**config.mk**
```make
export PLATFORM = sky130hd
export DESIGN_NAME = imfe_ctrl
export DESIGN_NICKNAME = d
export VERILOG_FILES = /design/src/sv/imfe_pkg.sv /design/src/sv/imfe_ctrl.sv
export SDC_FILE = /design/constraint.sdc
export NUM_CORES = 1
export LEC_CHECK = 0
export BUFFER_PORTS_ARGS = -buffer_cell sky130_fd_sc_hd__buf_2
export CAP_MARGIN = 20
export CORE_UTILIZATION = 55
export CTS_CLUSTER_DIAMETER = 150
export CTS_CLUSTER_SIZE = 16
export DETAILED_ROUTE_END_ITERATION = 8
export GPL_TIMING_DRIVEN = 1
export PLACE_DENSITY = 0.82
export SLEW_MARGIN = 25
export SYNTH_ARGS = -nofsm -noshare
export SYNTH_HDL_FRONTEND = slang
export SYNTH_SLANG_ARGS = --single-unit
```
**constraint.sdc**
```tcl
create_clock -name i_clk -period 4 [get_ports i_clk]
set_input_delay 0 -clock i_clk [delete_from_list [all_inputs] [get_ports i_clk]]
set_output_delay 0 -clock i_clk [all_outputs]
set_load 0.02 [all_outputs]
```
**src/sv/imfe_pkg.sv**
```systemverilog
`timescale 1ns / 1ps

package imfe_pkg;

    // sizes
    localparam int MAX_NODES = 1024;
    localparam int NODE_W    = 10;
    localparam int LABEL_W   = 11;
    localparam int ARC_W     = 14;
    localparam int ARC_SLOTS = 8194;
    localparam int CAP_W     = 16;
    localparam int FLOW_W    = 32;
    localparam int CNT_W     = 11;
    localparam int OP_W      = 6;

    localparam logic [ARC_W:0]   ARC_LAST  = 15'd8193;
    localparam logic [LABEL_W-1:0] LABEL_INF = 11'd1024;
    localparam logic [LABEL_W-1:0] LABEL_TOP = 11'd1023;

    // command codes
    localparam logic [1:0] CMD_LOAD = 2'd0;
    localparam logic [1:0] CMD_EXCL = 2'd1;
    localparam logic [1:0] CMD_RUN  = 2'd2;

    // sequencer steps, also the operation code sent to the datapath
    localparam logic [OP_W-1:0] ST_CLR0  = 6'd0;
    localparam logic [OP_W-1:0] ST_IDLE  = 6'd1;
    localparam logic [OP_W-1:0] ST_DISP  = 6'd2;
    localparam logic [OP_W-1:0] ST_LD1   = 6'd3;
    localparam logic [OP_W-1:0] ST_LD2   = 6'd4;
    localparam logic [OP_W-1:0] ST_LD3   = 6'd5;
    localparam logic [OP_W-1:0] ST_LD4   = 6'd6;
    localparam logic [OP_W-1:0] ST_EXCL  = 6'd7;
    localparam logic [OP_W-1:0] ST_RCLR  = 6'd8;
    localparam logic [OP_W-1:0] ST_BINIT = 6'd9;
    localparam logic [OP_W-1:0] ST_BPOP  = 6'd10;
    localparam logic [OP_W-1:0] ST_BU    = 6'd11;
    localparam logic [OP_W-1:0] ST_BARC  = 6'd12;
    localparam logic [OP_W-1:0] ST_BLOOP = 6'd13;
    localparam logic [OP_W-1:0] ST_BW    = 6'd14;
    localparam logic [OP_W-1:0] ST_BCHK  = 6'd15;
    localparam logic [OP_W-1:0] ST_H1    = 6'd16;
    localparam logic [OP_W-1:0] ST_H2    = 6'd17;
    localparam logic [OP_W-1:0] ST_H3    = 6'd18;
    localparam logic [OP_W-1:0] ST_MAIN  = 6'd19;
    localparam logic [OP_W-1:0] ST_P0    = 6'd20;
    localparam logic [OP_W-1:0] ST_P1    = 6'd21;
    localparam logic [OP_W-1:0] ST_P2    = 6'd22;
    localparam logic [OP_W-1:0] ST_P3    = 6'd23;
    localparam logic [OP_W-1:0] ST_P4    = 6'd24;
    localparam logic [OP_W-1:0] ST_P5    = 6'd25;
    localparam logic [OP_W-1:0] ST_P6    = 6'd26;
    localparam logic [OP_W-1:0] ST_P7    = 6'd27;
    localparam logic [OP_W-1:0] ST_P8    = 6'd28;
    localparam logic [OP_W-1:0] ST_A0    = 6'd29;
    localparam logic [OP_W-1:0] ST_A1    = 6'd30;
    localparam logic [OP_W-1:0] ST_A2    = 6'd31;
    localparam logic [OP_W-1:0] ST_A3    = 6'd32;
    localparam logic [OP_W-1:0] ST_A4    = 6'd33;
    localparam logic [OP_W-1:0] ST_R0    = 6'd34;
    localparam logic [OP_W-1:0] ST_R1    = 6'd35;
    localparam logic [OP_W-1:0] ST_R2    = 6'd36;
    localparam logic [OP_W-1:0] ST_R3    = 6'd37;
    localparam logic [OP_W-1:0] ST_R4    = 6'd38;
    localparam logic [OP_W-1:0] ST_R5    = 6'd39;
    localparam logic [OP_W-1:0] ST_R6    = 6'd40;
    localparam logic [OP_W-1:0] ST_R7    = 6'd41;
    localparam logic [OP_W-1:0] ST_R8    = 6'd42;
    localparam logic [OP_W-1:0] ST_R9    = 6'd43;
    localparam logic [OP_W-1:0] ST_R10   = 6'd44;
    localparam logic [OP_W-1:0] ST_DONE  = 6'd45;

    typedef struct packed {
        logic [OP_W-1:0] op;
    } t_ctl;

    typedef struct packed {
        logic [1:0] cmd;
        logic       full;
        logic       same_ab;
        logic       n_1023;
        logic       n_1024;
        logic       fifo_empty;
        logic       i_zero;
        logic       bfs_take;
        logic       src_done;
        logic       u_is_sink;
        logic       u_is_src;
        logic       x_is_src;
        logic       adm;
        logic       hist_one;
    } t_sts;

endpackage

```
**src/sv/imfe_ctrl.sv**
```systemverilog
`timescale 1ns / 1ps

module imfe_ctrl (
    input  logic             i_clk,
    input  logic             i_rst_n,
    input  logic             i_start,
    input  imfe_pkg::t_sts   i_sts,
    output imfe_pkg::t_ctl   o_ctl
);

    logic [imfe_pkg::OP_W-1:0] r_state;
    logic [imfe_pkg::OP_W-1:0] n_state;

    // next step
    always_comb begin
        n_state = r_state;
        case (r_state)
            imfe_pkg::ST_CLR0:  if (i_sts.n_1023) n_state = imfe_pkg::ST_IDLE;
            imfe_pkg::ST_IDLE:  if (i_start) n_state = imfe_pkg::ST_DISP;
            imfe_pkg::ST_DISP: begin
                case (i_sts.cmd)
                    imfe_pkg::CMD_LOAD: n_state = i_sts.full ? imfe_pkg::ST_IDLE
                                                             : imfe_pkg::ST_LD1;
                    imfe_pkg::CMD_EXCL: n_state = imfe_pkg::ST_EXCL;
                    imfe_pkg::CMD_RUN:  n_state = i_sts.same_ab ? imfe_pkg::ST_DONE
                                                                : imfe_pkg::ST_RCLR;
                    default:            n_state = imfe_pkg::ST_IDLE;
                endcase
            end
            imfe_pkg::ST_LD1:   n_state = imfe_pkg::ST_LD2;
            imfe_pkg::ST_LD2:   n_state = imfe_pkg::ST_LD3;
            imfe_pkg::ST_LD3:   n_state = imfe_pkg::ST_LD4;
            imfe_pkg::ST_LD4:   n_state = imfe_pkg::ST_IDLE;
            imfe_pkg::ST_EXCL:  n_state = imfe_pkg::ST_IDLE;
            imfe_pkg::ST_RCLR:  if (i_sts.n_1024) n_state = imfe_pkg::ST_BINIT;
            imfe_pkg::ST_BINIT: n_state = imfe_pkg::ST_BPOP;
            imfe_pkg::ST_BPOP:  n_state = i_sts.fifo_empty ? imfe_pkg::ST_H1
                                                           : imfe_pkg::ST_BU;
            imfe_pkg::ST_BU:    n_state = imfe_pkg::ST_BARC;
            imfe_pkg::ST_BARC:  n_state = imfe_pkg::ST_BLOOP;
            imfe_pkg::ST_BLOOP: n_state = i_sts.i_zero ? imfe_pkg::ST_BPOP
                                                       : imfe_pkg::ST_BW;
            imfe_pkg::ST_BW:    n_state = imfe_pkg::ST_BCHK;
            imfe_pkg::ST_BCHK:  n_state = imfe_pkg::ST_BLOOP;
            imfe_pkg::ST_H1:    n_state = imfe_pkg::ST_H2;
            imfe_pkg::ST_H2:    n_state = imfe_pkg::ST_H3;
            imfe_pkg::ST_H3:    n_state = i_sts.n_1023 ? imfe_pkg::ST_MAIN
                                                       : imfe_pkg::ST_H1;
            imfe_pkg::ST_MAIN: begin
                if (i_sts.src_done)
                    n_state = imfe_pkg::ST_DONE;
                else if (i_sts.u_is_sink)
                    n_state = imfe_pkg::ST_P0;
                else
                    n_state = imfe_pkg::ST_A0;
            end
            // augment: bottleneck pass, then update pass
            imfe_pkg::ST_P0:    n_state = imfe_pkg::ST_P1;
            imfe_pkg::ST_P1:    n_state = i_sts.x_is_src ? imfe_pkg::ST_P4
                                                         : imfe_pkg::ST_P2;
            imfe_pkg::ST_P2:    n_state = imfe_pkg::ST_P3;
            imfe_pkg::ST_P3:    n_state = imfe_pkg::ST_P1;
            imfe_pkg::ST_P4:    n_state = imfe_pkg::ST_P5;
            imfe_pkg::ST_P5:    n_state = i_sts.x_is_src ? imfe_pkg::ST_MAIN
                                                         : imfe_pkg::ST_P6;
            imfe_pkg::ST_P6:    n_state = imfe_pkg::ST_P7;
            imfe_pkg::ST_P7:    n_state = imfe_pkg::ST_P8;
            imfe_pkg::ST_P8:    n_state = imfe_pkg::ST_P5;
            // advance on current arc
            imfe_pkg::ST_A0:    n_state = imfe_pkg::ST_A1;
            imfe_pkg::ST_A1:    n_state = imfe_pkg::ST_A2;
            imfe_pkg::ST_A2:    n_state = i_sts.i_zero ? imfe_pkg::ST_R0
                                                       : imfe_pkg::ST_A3;
            imfe_pkg::ST_A3:    n_state = imfe_pkg::ST_A4;
            imfe_pkg::ST_A4:    n_state = i_sts.adm ? imfe_pkg::ST_MAIN
                                                    : imfe_pkg::ST_A2;
            // retreat with relabel and gap check
            imfe_pkg::ST_R0:    n_state = imfe_pkg::ST_R1;
            imfe_pkg::ST_R1:    n_state = imfe_pkg::ST_R2;
            imfe_pkg::ST_R2:    n_state = i_sts.i_zero ? imfe_pkg::ST_R5
                                                       : imfe_pkg::ST_R3;
            imfe_pkg::ST_R3:    n_state = imfe_pkg::ST_R4;
            imfe_pkg::ST_R4:    n_state = imfe_pkg::ST_R2;
            imfe_pkg::ST_R5:    n_state = imfe_pkg::ST_R6;
            imfe_pkg::ST_R6:    n_state = i_sts.hist_one ? imfe_pkg::ST_DONE
                                                         : imfe_pkg::ST_R7;
            imfe_pkg::ST_R7:    n_state = imfe_pkg::ST_R8;
            imfe_pkg::ST_R8:    n_state = i_sts.u_is_src ? imfe_pkg::ST_MAIN
                                                         : imfe_pkg::ST_R9;
            imfe_pkg::ST_R9:    n_state = imfe_pkg::ST_R10;
            imfe_pkg::ST_R10:   n_state = imfe_pkg::ST_MAIN;
            imfe_pkg::ST_DONE:  n_state = imfe_pkg::ST_IDLE;
            default:            n_state = imfe_pkg::ST_IDLE;
        endcase
    end

    // state register
    always_ff @(posedge i_clk) begin
        if (!i_rst_n) begin
            r_state <= imfe_pkg::ST_CLR0;
        end else begin
            r_state <= n_state;
        end
    end

    assign o_ctl.op = r_state;

endmodule

```
==> results of run 1 <==
## layout by cell type, fill, tap and decap left out, types with 2 or more instances in the layout
master and count:
o21a_1 3, nand3_1 4, nand4_1 6, clkbuf_4 3
nor2_1 10, o21ai_1 4, a32oi_1 3, nor2b_1 3
a41oi_1 2, dfxtp_1 6, nand2_1 7, nor4_1 2
inv_1 5, nor3b_1 2, or4_1 2, and2_1 3
buf_2 22, a211oi_1 3, a21oi_1 10, or3_1 2
o21ai_0 9, o2111ai_1 2, nor3_1 10, o311a_1 2
nand2b_1 10
## logic make-up (layout without fill, tap and decap cells)
family / Yosys count / after routing / synth area share [%]
XOR/XNOR: 1 / 1 / 0.865
AO/OA/AOI/OAI: 49 / 49 / 33.6
multiplexers: 1 / 1 / 0.989
AND/OR/NAND/NOR: 73 / 73 / 43.1
flip-flops: 6 / 6 / 11.9
buffers and inverters: 19 / 30 / 9.52
## worst reg2reg max path, cell delays in order, from the launching register on
cell and delay (ns):
dfxtp_1 0.93, inv_1 0.34, nand4_1 0.20, a21oi_1 0.08, or4_1 0.48, o311a_1 0.33
## cell type report
| class | count | area [um2] | area share, % |
|---|---|---|---|
| Multi-Input combinational cell | 124 | 796 | 72.4 |
| Timing Repair Buffer | 22 | 110 | 10.0 |
| Inverter | 5 | 18.8 | 1.71 |
| Tap cell | 25 | 31.3 | 2.85 |
| Clock buffer | 3 | 22.5 | 2.05 |
| Sequential cell | 6 | 120 | 10.9 |
## synth_stat cells, types with 2 or more instances
cell and n:
inv_1 5, or3_1 2, buf_2 11, o2111ai_1 2, nor2_1 10, o21ai_1 4, nor2b_1 3, nand3_1 4
o21a_1 3, a21oi_1 10, a32oi_1 3, nor4_1 2, or4_1 2, o311a_1 2, o21ai_0 9, dfxtp_1 6
nor3_1 10, a41oi_1 2, a211oi_1 3, and2_1 3, nand2_1 7, nor3b_1 2, nand4_1 6, nand2b_1 10
## through the flow
step / total power [mW] / area (um2) / hold slack [ns] / std cells / utilization [%]
floorplan: 0.338 / 1010 / 0.117 / 149 / -
detailed placement: 0.393 / 1080 / 0.291 / 182 / 62.3
global route: 0.491 / 1100 / 0.0395 / 185 / 63.6
global placement: 0.392 / 1080 / 0.280 / 182 / 62.3
CTS: 0.449 / 1100 / 0.0287 / 185 / 63.6
finish: 0.458 / 1100 / 0.0308 / 185 / 63.6
## routing by layer
| metal | routed length [um] | GRT usage, % | vias up |
|---|---|---|---|
| li1 | - | - | 599 |
| met4 | 80 | 12.7 | 0 |
| met3 | 395 | 5.60 | 15 |
| met2 | 1320 | 52.1 | 99 |
| met1 | 1220 | 48.3 | 554 |
| met5 | 0 | 0 | - |
## power groups by stage
stage | clock, mW | combinational [mW] | sequential, mW
detailed placement | 0 | 0.246 | 0.147
CTS | 0.0566 | 0.246 | 0.146
floorplan | 0 | 0.239 | 0.0985
finish | 0.0564 | 0.251 | 0.150
global route | 0.0598 | 0.275 | 0.156
global placement | 0 | 0.245 | 0.147
## final timing paths
kind	endpoint	slack (ns)	cells after the start
min reg2reg	o_ctl[1]	0.97	2
max reg2reg	o_ctl[0]	1.51	5
max	o_ctl[0]	1.51	5
min	o_ctl[5]	0.03	2
==> impl_summary.txt, run 1 <==
----------------------------------------------------
[Status]
  Run status ... completed

[STA]
  Worst-Margin Slew ... 0.938 ns
  Slew headroom ... 37.4%
  Final hold viol count ... 0
  Final Max Slew Viols ... 0
  Highest clock rate ... 402 MHz
  Final setup fails ... 0
  Min Clock Period, post-route ... 2.49 ns
  Final worst slack ... 1.51 ns
  Fin crit share ... 62.1%
  Post-route clock skew ... 0.00829 ns
  RSZ-0062 raised after global routing ... no
  Total negative slack for setup checks ... 0 ns

[Layout]
  Number of nets at the end of the flow ... 180
  Area overhead of the layout relative to synthesis ... 8.53%
  Share of cells above drive strength 1 ... 18.8%
  Flip-flop count of the largest register, all copies and words added ... 6
  Final antenna diode count ... 0
  Layout fillers ... 155

[Clock network]
  Root Buffer Master ... clkbuf_4
  Post-CTS resize count ... 0
  Clock net sink count ... 6
  Clock edge transition at the registers on the reported setup and hold paths ... 0.05 ns
  CTS tree ... done
  Worst-skew pair later-pin latency ... 0.25 ns
  Max Root-Sink Buffers ... 2
  Post-CTS Repair Setup Buffers ... 0
  # H-tree levels ... 1
  CTS Hold Bufs ... 0
  TritonCTS buffer count ... 3

[Floorplanning]
  Number of rows created at floorplan ... 15
  Core area ... 1730 um2
  Starting utilization of the core area ... 58.6%
  Width of the die ... 44.9 um
  Number of top-level pins ... 24
  Die footprint ... 2020 um2
  Vert. Die Dim ... 44.9 um

[Worst setup path]
  List of cells traversed by the critical path ... inv_1 > nand4_1 > a21oi_1 > or4_1 > o311a_1
  Crit-path max FO ... 31
  Required time of the worst setup path ... 4.13 ns
  Worst path top cell family by delay ... flip-flops
  Combined buffer and inverter count along the critical path ... 1
  Critical path's slowest cell ... dfxtp_1
  Arr. time, crit path ... 2.61 ns
  Endpoint type of the worst setup path ... flip-flop
  Path type of the worst setup path ... reg2reg
  Critical path launch point type ... flip-flop
  FF-to-FF Start ... o_ctl[2]
  Worst setup path startpoint ... o_ctl[2]
  Slowest stage delay, CP ... 0.93 ns

[Routing]
  Wirelength per Cell ... 16.3 um
  Vias after detailed routing ... 1,267
  Number of detailed-routing iterations run before antenna repair ... 4
  Number of vias per cell ... 6.85
  Detailed-route wire length ... 3020 um
  DRC violation count after routing ... 0
  Count of nets left with antenna violations after detail routing ... 0
  Violation count after the first detailed-routing iteration ... 88

[Synthesis]
  Flip-flop and latch count after synthesis ... 6
  Fraction of post-synthesis cell area in the top cell type by area ... 11.9%
  Number of enable-type register cells in the synthesized netlist ... 0
  Cell taking the most area after synthesis ... dfxtp_1
  Total standard cell area after synthesis ... 1010 um2
  Primary FF master, synth ... dfxtp_1
  Synthesis warning total ... 0
  Number of cells produced by synthesis ... 149
  Per-instance average area after synthesis ... 6.79 um2
  Post-Syn Nets ... 167
  Count of distinct cell types in the synthesized netlist ... 52
  Async set or reset register ratio after synthesis ... 0%
  Largest cells by area after synthesis ... dfxtp_1 12%, nand2b_1 6.2%, buf_2 5.4%
  Sequential-to-total area share from yosys stat ... 11.9%

[Place]
  IO Port Bufs ... 22
  DP Worst Slack ... 1.58 ns
  Detailed placement HPWL ... 2100 um
  Placer congestion estimate ... 0.984

[Pwr]
  Internal power ... 0.222 mW
  Clock network fraction of total power ... 12.3%
  Static leakage ... 0.399 nW
  Switching power ... 0.236 mW
  Power density normalized to cell area ... 417 nW/um2
  Combinational power share ... 54.9%
  Worst ir drop on vdd ... 442 uV
  Fraction of power consumed by sequential logic ... 32.7%
  Share of total power consumed by net switching ... 51.6%

[Worst hold path]
  Hold path startpoint ... i_rst_n
  Worst Hold Class ... in2reg

[GRT]
  Antenna violations before repair ... 0
  Overflow left after global routing ... 0
  Vias in the first global route ... 1,063
  First-pass GRT wire length ... 5090 um
  Maximum number of pins on one net before global-route repair ... 32
  Aggregate global-route resource usage ... 34.1%

[Job]
  Number of max-capacitance violations reported ... 0

----------------------------------------------------
Note: power is estimated with default switching activity, not from simulation.
==> run 2: changes to the inputs <==
--- a/config.mk
+++ b/config.mk
@@ -7,12 +7,12 @@
 export LEC_CHECK = 0
 export BUFFER_PORTS_ARGS = -buffer_cell sky130_fd_sc_hd__buf_2
 export CAP_MARGIN = 20
-export CORE_UTILIZATION = 55
+export CORE_UTILIZATION = 53
 export CTS_CLUSTER_DIAMETER = 150
 export CTS_CLUSTER_SIZE = 16
 export DETAILED_ROUTE_END_ITERATION = 8
 export GPL_TIMING_DRIVEN = 1
-export PLACE_DENSITY = 0.82
+export PLACE_DENSITY = 0.79
 export SLEW_MARGIN = 25
 export SYNTH_ARGS = -nofsm -noshare
 export SYNTH_HDL_FRONTEND = slang
==> constraint.sdc (replaced) <==
create_clock -name i_clk -period 2.3 [get_ports i_clk]
set_input_delay 0 -clock i_clk [delete_from_list [all_inputs] [get_ports i_clk]]
set_output_delay 0 -clock i_clk [all_outputs]
set_load 0.02 [all_outputs]
==> impl_summary.txt, run 2 (synthesis results as in run 1) <==
----------------------------------------------------
[Worst setup path]
  Critical path launch point type ... flip-flop (unchanged)
  R2r worst-path depth ... 5 (unchanged)
  Required time of the worst setup path ... 2.45 ns (was 4.13 ns)
  Path type of the worst setup path ... reg2reg (unchanged)
  Crit-path max FO ... 18 (was 31)
  Worst reg2reg endpoint ... o_ctl[0] (unchanged)
  FF-to-FF Start ... o_ctl[5] (was o_ctl[2])
  Arr. time, crit path ... 2.19 ns (was 2.61 ns)
  Endpoint type of the worst setup path ... flip-flop (unchanged)
  Reg2reg setup slack ... 0.26 ns (was 1.51 ns)

[Routing]
  Wirelength per Cell ... 17.6 um (was 16.3 um)
  Violation count after the first detailed-routing iteration ... 95 (was 88)
  Number of vias per cell ... 6.85 (about the same)
  DRC violation count after routing ... 0 (unchanged)
  Detailed-route wire length ... 3410 um (was 3020 um)
  Number of detailed-routing iterations run before antenna repair ... 4 (unchanged)
  Vias after detailed routing ... 1,328 (was 1,267)
  Count of nets left with antenna violations after detail routing ... 0 (unchanged)

[Layout]
  Core Util, Final ... 66.1% (was 63.6%)
  Final instance count without filler cells ... 194 (was 185)
  Share of cells above drive strength 1 ... 23.1% (was 18.8%)
  Post-route cell area ... 1170 um2 (was 1100 um2)
  Area overhead of the layout relative to synthesis ... 15.2% (was 8.53%)
  Leading cell types in the layout, fill and taps excluded ... 22 x buf_2, 10 x nand2b_1, 10 x nor2_1, 10 x a21oi_1, 10 x nor3_1 (unchanged)
  Number of nets at the end of the flow ... 189 (was 180)
  Most common cell after layout, fill and taps aside ... buf_2 (unchanged)
  Layout fillers ... 179 (was 155)
  Flip-flop count of the largest register, all copies and words added ... 6 (unchanged)
  Final antenna diode count ... 0 (unchanged)

[STA]
  Worst Hold Slack ... 0.0281 ns (was 0.0308 ns)
  Fin crit share ... 88.8% (was 62.1%)
  Final hold viol count ... 0 (unchanged)
  Min Clock Period, post-route ... 2.04 ns (was 2.49 ns)
  Final worst slack ... 0.259 ns (was 1.51 ns)
  Final Max Slew Viols ... 0 (unchanged)
  Final setup fails ... 0 (unchanged)
  Post-route clock skew ... 0.0108 ns (was 0.00829 ns)
  RSZ-0062 raised after global routing ... no (unchanged)
  Total negative slack for setup checks ... 0 ns (unchanged)
  Slew headroom ... 58.3% (was 37.4%)
  Highest clock rate ... 490 MHz (was 402 MHz)
  Worst-Margin Slew ... 0.625 ns (was 0.938 ns)

[GRT]
  Antenna violations before repair ... 0 (unchanged)
  Met2 layer usage reported by global route ... 60.3% (was 52.1%)
  Aggregate global-route resource usage ... 36.2% (was 34.1%)
  Layer with the highest usage after global routing ... met2 (unchanged)
  Met3 usage ... 6.35% (was 5.60%)
  First-pass GRT wire length ... 5400 um (was 5090 um)
  Met1 Track Usage GR ... 46.9% (was 48.3%)
  Vias in the first global route ... 1,172 (was 1,063)
  Maximum number of pins on one net before global-route repair ... 22 (was 32)
  Overflow left after global routing ... 0 (unchanged)

[Worst hold path]
  Hold path startpoint ... i_rst_n (unchanged)
  Hold Path Stages ... 2 (unchanged)
  Worst Hold Endpoint ... o_ctl[0] (was o_ctl[5])
  Worst Hold Class ... in2reg (unchanged)

[Place]
  DP Worst Slack ... 0.278 ns (was 1.58 ns)
  Placer congestion estimate ... 0.943 (was 0.984)
  IO Port Bufs ... 22 (unchanged)
  Detailed placement HPWL ... 2490 um (was 2100 um)
  Cell Area, Placed ... 1140 um2 (was 1080 um2)
  Placed cell count ... 191 (was 182)

[Pwr]
  Worst ir drop on vdd ... 735 uV (was 442 uV)
  Overall power consumption ... 0.856 mW (was 0.458 mW)
  Power density normalized to cell area ... 734 nW/um2 (was 417 nW/um2)
  Static leakage ... 0.445 nW (was 0.399 nW)

[Floorplanning]
  Number of rows created at floorplan ... 15 (unchanged)
  Die footprint ... 2090 um2 (was 2020 um2)
  Number of top-level pins ... 24 (unchanged)
  Vert. Die Dim ... 45.7 um (was 44.9 um)
  Core area ... 1760 um2 (was 1730 um2)
  Width of the die ... 45.7 um (was 44.9 um)
  Starting utilization of the core area ... 57.4% (was 58.6%)

[Clock network]
  CTS Hold Bufs ... 0 (unchanged)
  TritonCTS buffer count ... 3 (unchanged)
  Clock edge transition at the registers on the reported setup and hold paths ... 0.06 ns (was 0.05 ns)
  Max Root-Sink Buffers ... 2 (unchanged)
  Post-CTS Repair Setup Buffers ... 0 (unchanged)
  Clock net sink count ... 6 (unchanged)
  Root Buffer Master ... clkbuf_4 (unchanged)
  # H-tree levels ... 1 (unchanged)
  Post-CTS resize count ... 0 (unchanged)
  CTS tree ... done (unchanged)
  Worst-skew pair later-pin latency ... 0.26 ns (was 0.25 ns)

[Job]
  Number of max-capacitance violations reported ... 0 (unchanged)

[Status]
  Run status ... completed (unchanged)

----------------------------------------------------
[run 2: cell types whose count changed in the layout (fill, tap and decap cells not counted), sizes merged]
cell | previous run | this run
buf | 22 | 31
[run 2: worst max path at each step]
| stage | from | end | slack (ns) |
|---|---|---|---|
| global placement | o_ctl[5] | o_ctl[0] | 0.34 |
| global route | o_ctl[5] | o_ctl[0] | 0.17 |
| CTS | o_ctl[5] | o_ctl[0] | 0.29 |
| detailed placement | o_ctl[5] | o_ctl[0] | 0.28 |
| floorplan | o_ctl[4] | o_ctl[0] | 0.49 |
| finish | o_ctl[5] | o_ctl[0] | 0.26 |
[run 2: power by group]
group          switching (mW)  total (mW)  internal (mW)
sequential             0.0518       0.177          0.125
combinational           0.332       0.573          0.241
clock                  0.0461       0.106         0.0596
[run 2: critical path: stages (launching register included)]
cell and delay (ns):
dfxtp_1 0.71, or4b_1 0.27, o221a_1 0.19, nor3_1 0.04, or4_1 0.40, o311a_1 0.33
[run 2: layout make-up]
| cell class | instances | area, um2 | share of cell area [%] |
|---|---|---|---|
| clock buffers | 3 | 22.5 | 1.93 |
| multi-input cells | 124 | 796 | 68.2 |
| repair buffers | 31 | 178 | 15.2 |
| inverters | 5 | 18.8 | 1.61 |
| flip-flops and latches | 6 | 120 | 10.3 |
| well taps | 25 | 31.3 | 2.68 |
[run 2: metal layers]
metal	up-vias	part of all wire, %
li1	610	-
met3	16	10
met1	613	40
met2	89	47
met4	0	3.2
met5	-	0
==> run 3: changes to the inputs <==
--- a/config.mk
+++ b/config.mk
@@ -5,14 +5,15 @@
 export SDC_FILE = /design/constraint.sdc
 export NUM_CORES = 1
 export LEC_CHECK = 0
-export BUFFER_PORTS_ARGS = -buffer_cell sky130_fd_sc_hd__buf_2
 export CAP_MARGIN = 20
-export CORE_UTILIZATION = 53
+export CORE_UTILIZATION = 55
 export CTS_CLUSTER_DIAMETER = 150
 export CTS_CLUSTER_SIZE = 16
 export DETAILED_ROUTE_END_ITERATION = 8
+export DONT_BUFFER_PORTS = 1
 export GPL_TIMING_DRIVEN = 1
-export PLACE_DENSITY = 0.79
+export PLACE_DENSITY = 0.7
+export REMOVE_ABC_BUFFERS = 1
 export SLEW_MARGIN = 25
 export SYNTH_ARGS = -nofsm -noshare
 export SYNTH_HDL_FRONTEND = slang
==> impl_summary.txt, run 3 (synthesis results as in run 1) <==
----------------------------------------------------
[Clock network]
  Worst-skew pair later-pin latency ... 0.26 ns (about the same)
  Clock net sink count ... 6 (unchanged)
  Post-CTS resize count ... 0 (unchanged)
  Root Buffer Master ... clkbuf_4 (unchanged)
  Clock edge transition at the registers on the reported setup and hold paths ... 0.05 ns (was 0.06 ns)
  CTS tree ... done (unchanged)
  TritonCTS buffer count ... 3 (unchanged)
  # H-tree levels ... 1 (unchanged)
  Max Root-Sink Buffers ... 2 (unchanged)

[Pwr]
  Fraction of power consumed by sequential logic ... 22.1% (was 20.7%)
  Combinational power share ... 64.8% (was 67.0%)
  Share of total power consumed by net switching ... 50.5% (was 50.2%)
  Internal power ... 0.414 mW (was 0.426 mW)
  Switching power ... 0.422 mW (was 0.430 mW)
  Worst ir drop on vdd ... 454 uV (was 735 uV)
  Overall power consumption ... 0.836 mW (was 0.856 mW)
  Clock network fraction of total power ... 13.2% (was 12.3%)
  Power density normalized to cell area ... 754 nW/um2 (was 734 nW/um2)
  Static leakage ... 0.380 nW (was 0.445 nW)

[Layout]
  Share of cells above drive strength 1 ... 13.1% (was 23.1%)
  Final instance count without filler cells ... 178 (was 194)
  Number of nets at the end of the flow ... 173 (was 189)
  Flip-flop count of the largest register, all copies and words added ... 6 (unchanged)
  Core Util, Final ... 64.2% (was 66.1%)
  Final antenna diode count ... 0 (unchanged)
  Area of the multi-input gates ... 796 um2 (unchanged)
  Leading cell types in the layout, fill and taps excluded ... 12 x buf_4, 10 x nand2b_1, 10 x nor2_1, 10 x a21oi_1, 10 x nor3_1 (was 22 x buf_2, 10 x nand2b_1, 10 x nor2_1, 10 x a21oi_1, 10 x nor3_1)
  Area of all sequential standard cells ... 120 um2 (unchanged)
  Layout fillers ... 173 (was 179)
  Area overhead of the layout relative to synthesis ... 9.52% (was 15.2%)
  Most common cell after layout, fill and taps aside ... buf_4 (was buf_2)

[Floorplanning]
  Starting utilization of the core area ... 58.6% (was 57.4%)
  Number of top-level pins ... 24 (unchanged)
  Die footprint ... 2020 um2 (was 2090 um2)
  Core area ... 1730 um2 (was 1760 um2)
  Width of the die ... 44.9 um (was 45.7 um)
  Vert. Die Dim ... 44.9 um (was 45.7 um)
  Number of rows created at floorplan ... 15 (unchanged)

[GRT]
  Antenna violations before repair ... 0 (unchanged)
  Vias in the first global route ... 1,122 (was 1,172)
  Overflow left after global routing ... 0 (unchanged)
  Aggregate global-route resource usage ... 34.8% (was 36.2%)
  Maximum number of pins on one net before global-route repair ... 18 (was 22)
  First-pass GRT wire length ... 5110 um (was 5400 um)

[Worst setup path]
  Worst path top cell family by delay ... simple AND/OR/NAND/NOR gates (was flip-flops)
  Critical path launch point type ... flip-flop (unchanged)
  FF-to-FF Start ... o_ctl[1] (was o_ctl[5])
  Critical path's slowest cell ... dfxtp_1 (unchanged)
  Endpoint type of the worst setup path ... flip-flop (unchanged)
  Arr. time, crit path ... 2.22 ns (was 2.19 ns)
  Crit-path max FO ... 16 (was 18)
  R2r worst-path depth ... 5 (unchanged)
  Combined buffer and inverter count along the critical path ... 0 (unchanged)
  Reg2reg setup slack ... 0.29 ns (was 0.26 ns)
  List of cells traversed by the critical path ... or3b_1 > nor4b_2 > a32oi_1 > o2111ai_1 > o21a_1 (was or4b_1 > o221a_1 > nor3_1 > or4_1 > o311a_1)
  Path type of the worst setup path ... reg2reg (unchanged)
  Worst reg2reg endpoint ... o_ctl[5] (was o_ctl[0])
  Required time of the worst setup path ... 2.51 ns (was 2.45 ns)
  Slowest stage delay, CP ... 0.65 ns (was 0.71 ns)

[Routing]
  Violation count after the first detailed-routing iteration ... 87 (was 95)
  Vias after detailed routing ... 1,245 (was 1,328)
  Count of nets left with antenna violations after detail routing ... 0 (unchanged)
  Number of vias per cell ... 6.99 (was 6.85)
  DRC violation count after routing ... 2 (was 0)
  Number of detailed-routing iterations run before antenna repair ... 6 (was 4)
  Detailed-route wire length ... 3220 um (was 3410 um)
  Wirelength per Cell ... 18.1 um (was 17.6 um)

[STA]
  Min Clock Period, post-route ... 2.01 ns (was 2.04 ns)
  Final worst slack ... 0.285 ns (was 0.259 ns)
  Final Max Slew Viols ... 0 (unchanged)
  Worst-Margin Slew ... 0.531 ns (was 0.625 ns)
  Total negative slack for setup checks ... 0 ns (unchanged)
  Highest clock rate ... 496 MHz (was 490 MHz)
  Fin crit share ... 87.6% (was 88.8%)
  Final setup fails ... 0 (unchanged)
  Post-route clock skew ... 0.00270 ns (was 0.0108 ns)
  RSZ-0062 raised after global routing ... no (unchanged)
  Final hold viol count ... 0 (unchanged)
  Slew headroom ... 64.5% (was 58.3%)

[Status]
  Run status ... complete, but fails checks (was completed)
  Violated checks ... DRC

[Worst hold path]
  Worst Hold Class ... in2reg (unchanged)
  Hold Path Stages ... 3 (was 2)
  Hold path startpoint ... i_sts[13] (was i_rst_n)
  Worst Hold Endpoint ... o_ctl[2] (was o_ctl[0])

[Job]
  Number of max-capacitance violations reported ... 0 (unchanged)

[Place]
  Placed cell count ... 172 (was 191)
  DP Worst Slack ... 0.332 ns (was 0.278 ns)
  Detailed placement HPWL ... 2390 um (was 2490 um)
  Placer congestion estimate ... 0.978 (was 0.943)
  IO Port Bufs ... 0 (was 22)

----------------------------------------------------
run 3: routing by layer:
metal / routed length [um] / vias to the layer above / global-route usage [%]
li1: - / 582 / -
met1: 1320 / 569 / 47.1
met2: 1460 / 84 / 51.8
met3: 336 / 10 / 8.80
met4: 99 / 0 / 15.8
met5: 0 / - / 0
run 3: how the worst max path moves through the flow:
stage,startpoint,end,slack [ns],depth (start not counted)
floorplan,o_ctl[2],o_ctl[0],0.12,5
global placement,o_ctl[1],o_ctl[5],0.35,5
detailed placement,o_ctl[1],o_ctl[5],0.33,5
CTS,o_ctl[1],o_ctl[5],0.33,5
global route,o_ctl[1],o_ctl[5],0.20,5
finish,o_ctl[1],o_ctl[5],0.29,5
run 3: timing repair:
action / in CTS / in global routing
buffers inserted: 0 / 0
setup endpoints to repair: 0 / 0
hold buffers: 3 / 0
endpoints found under the hold margin: 6 / 0
run 3: cell type report:
class	count	share of cell area (%)
flip-flops and latches	6	10.8
inverters	5	1.69
repair buffers	15	10.8
well taps	25	2.82
multi-input cells	124	71.8
clock buffers	3	2.03
run 3: worst register-to-register path: stages (launching register included):
cell and delay, ns:
dfxtp_1 0.65, or3b_1 0.56, nor4b_2 0.36, a32oi_1 0.12
o2111ai_1 0.14, o21a_1 0.13
run 3: per-stage QoR:
step | area [um2] | hold slack (ns)
after floorplan | 935 | 0.117
after global placement | 1060 | 0.123
after detailed placement | 1060 | 0.127
after CTS | 1110 | 0.00910
after global routing | 1110 | 0.0414
final | 1110 | 0.0160
run 3: power groups by stage:
stage	combinational [mW]	clock, mW	sequential [mW]
after global routing	0.583	0.116	0.190
after detailed placement	0.520	0	0.184
after floorplan	0.299	0	0.243
final	0.541	0.110	0.184
after CTS	0.528	0.111	0.182
after global placement	0.517	0	0.183
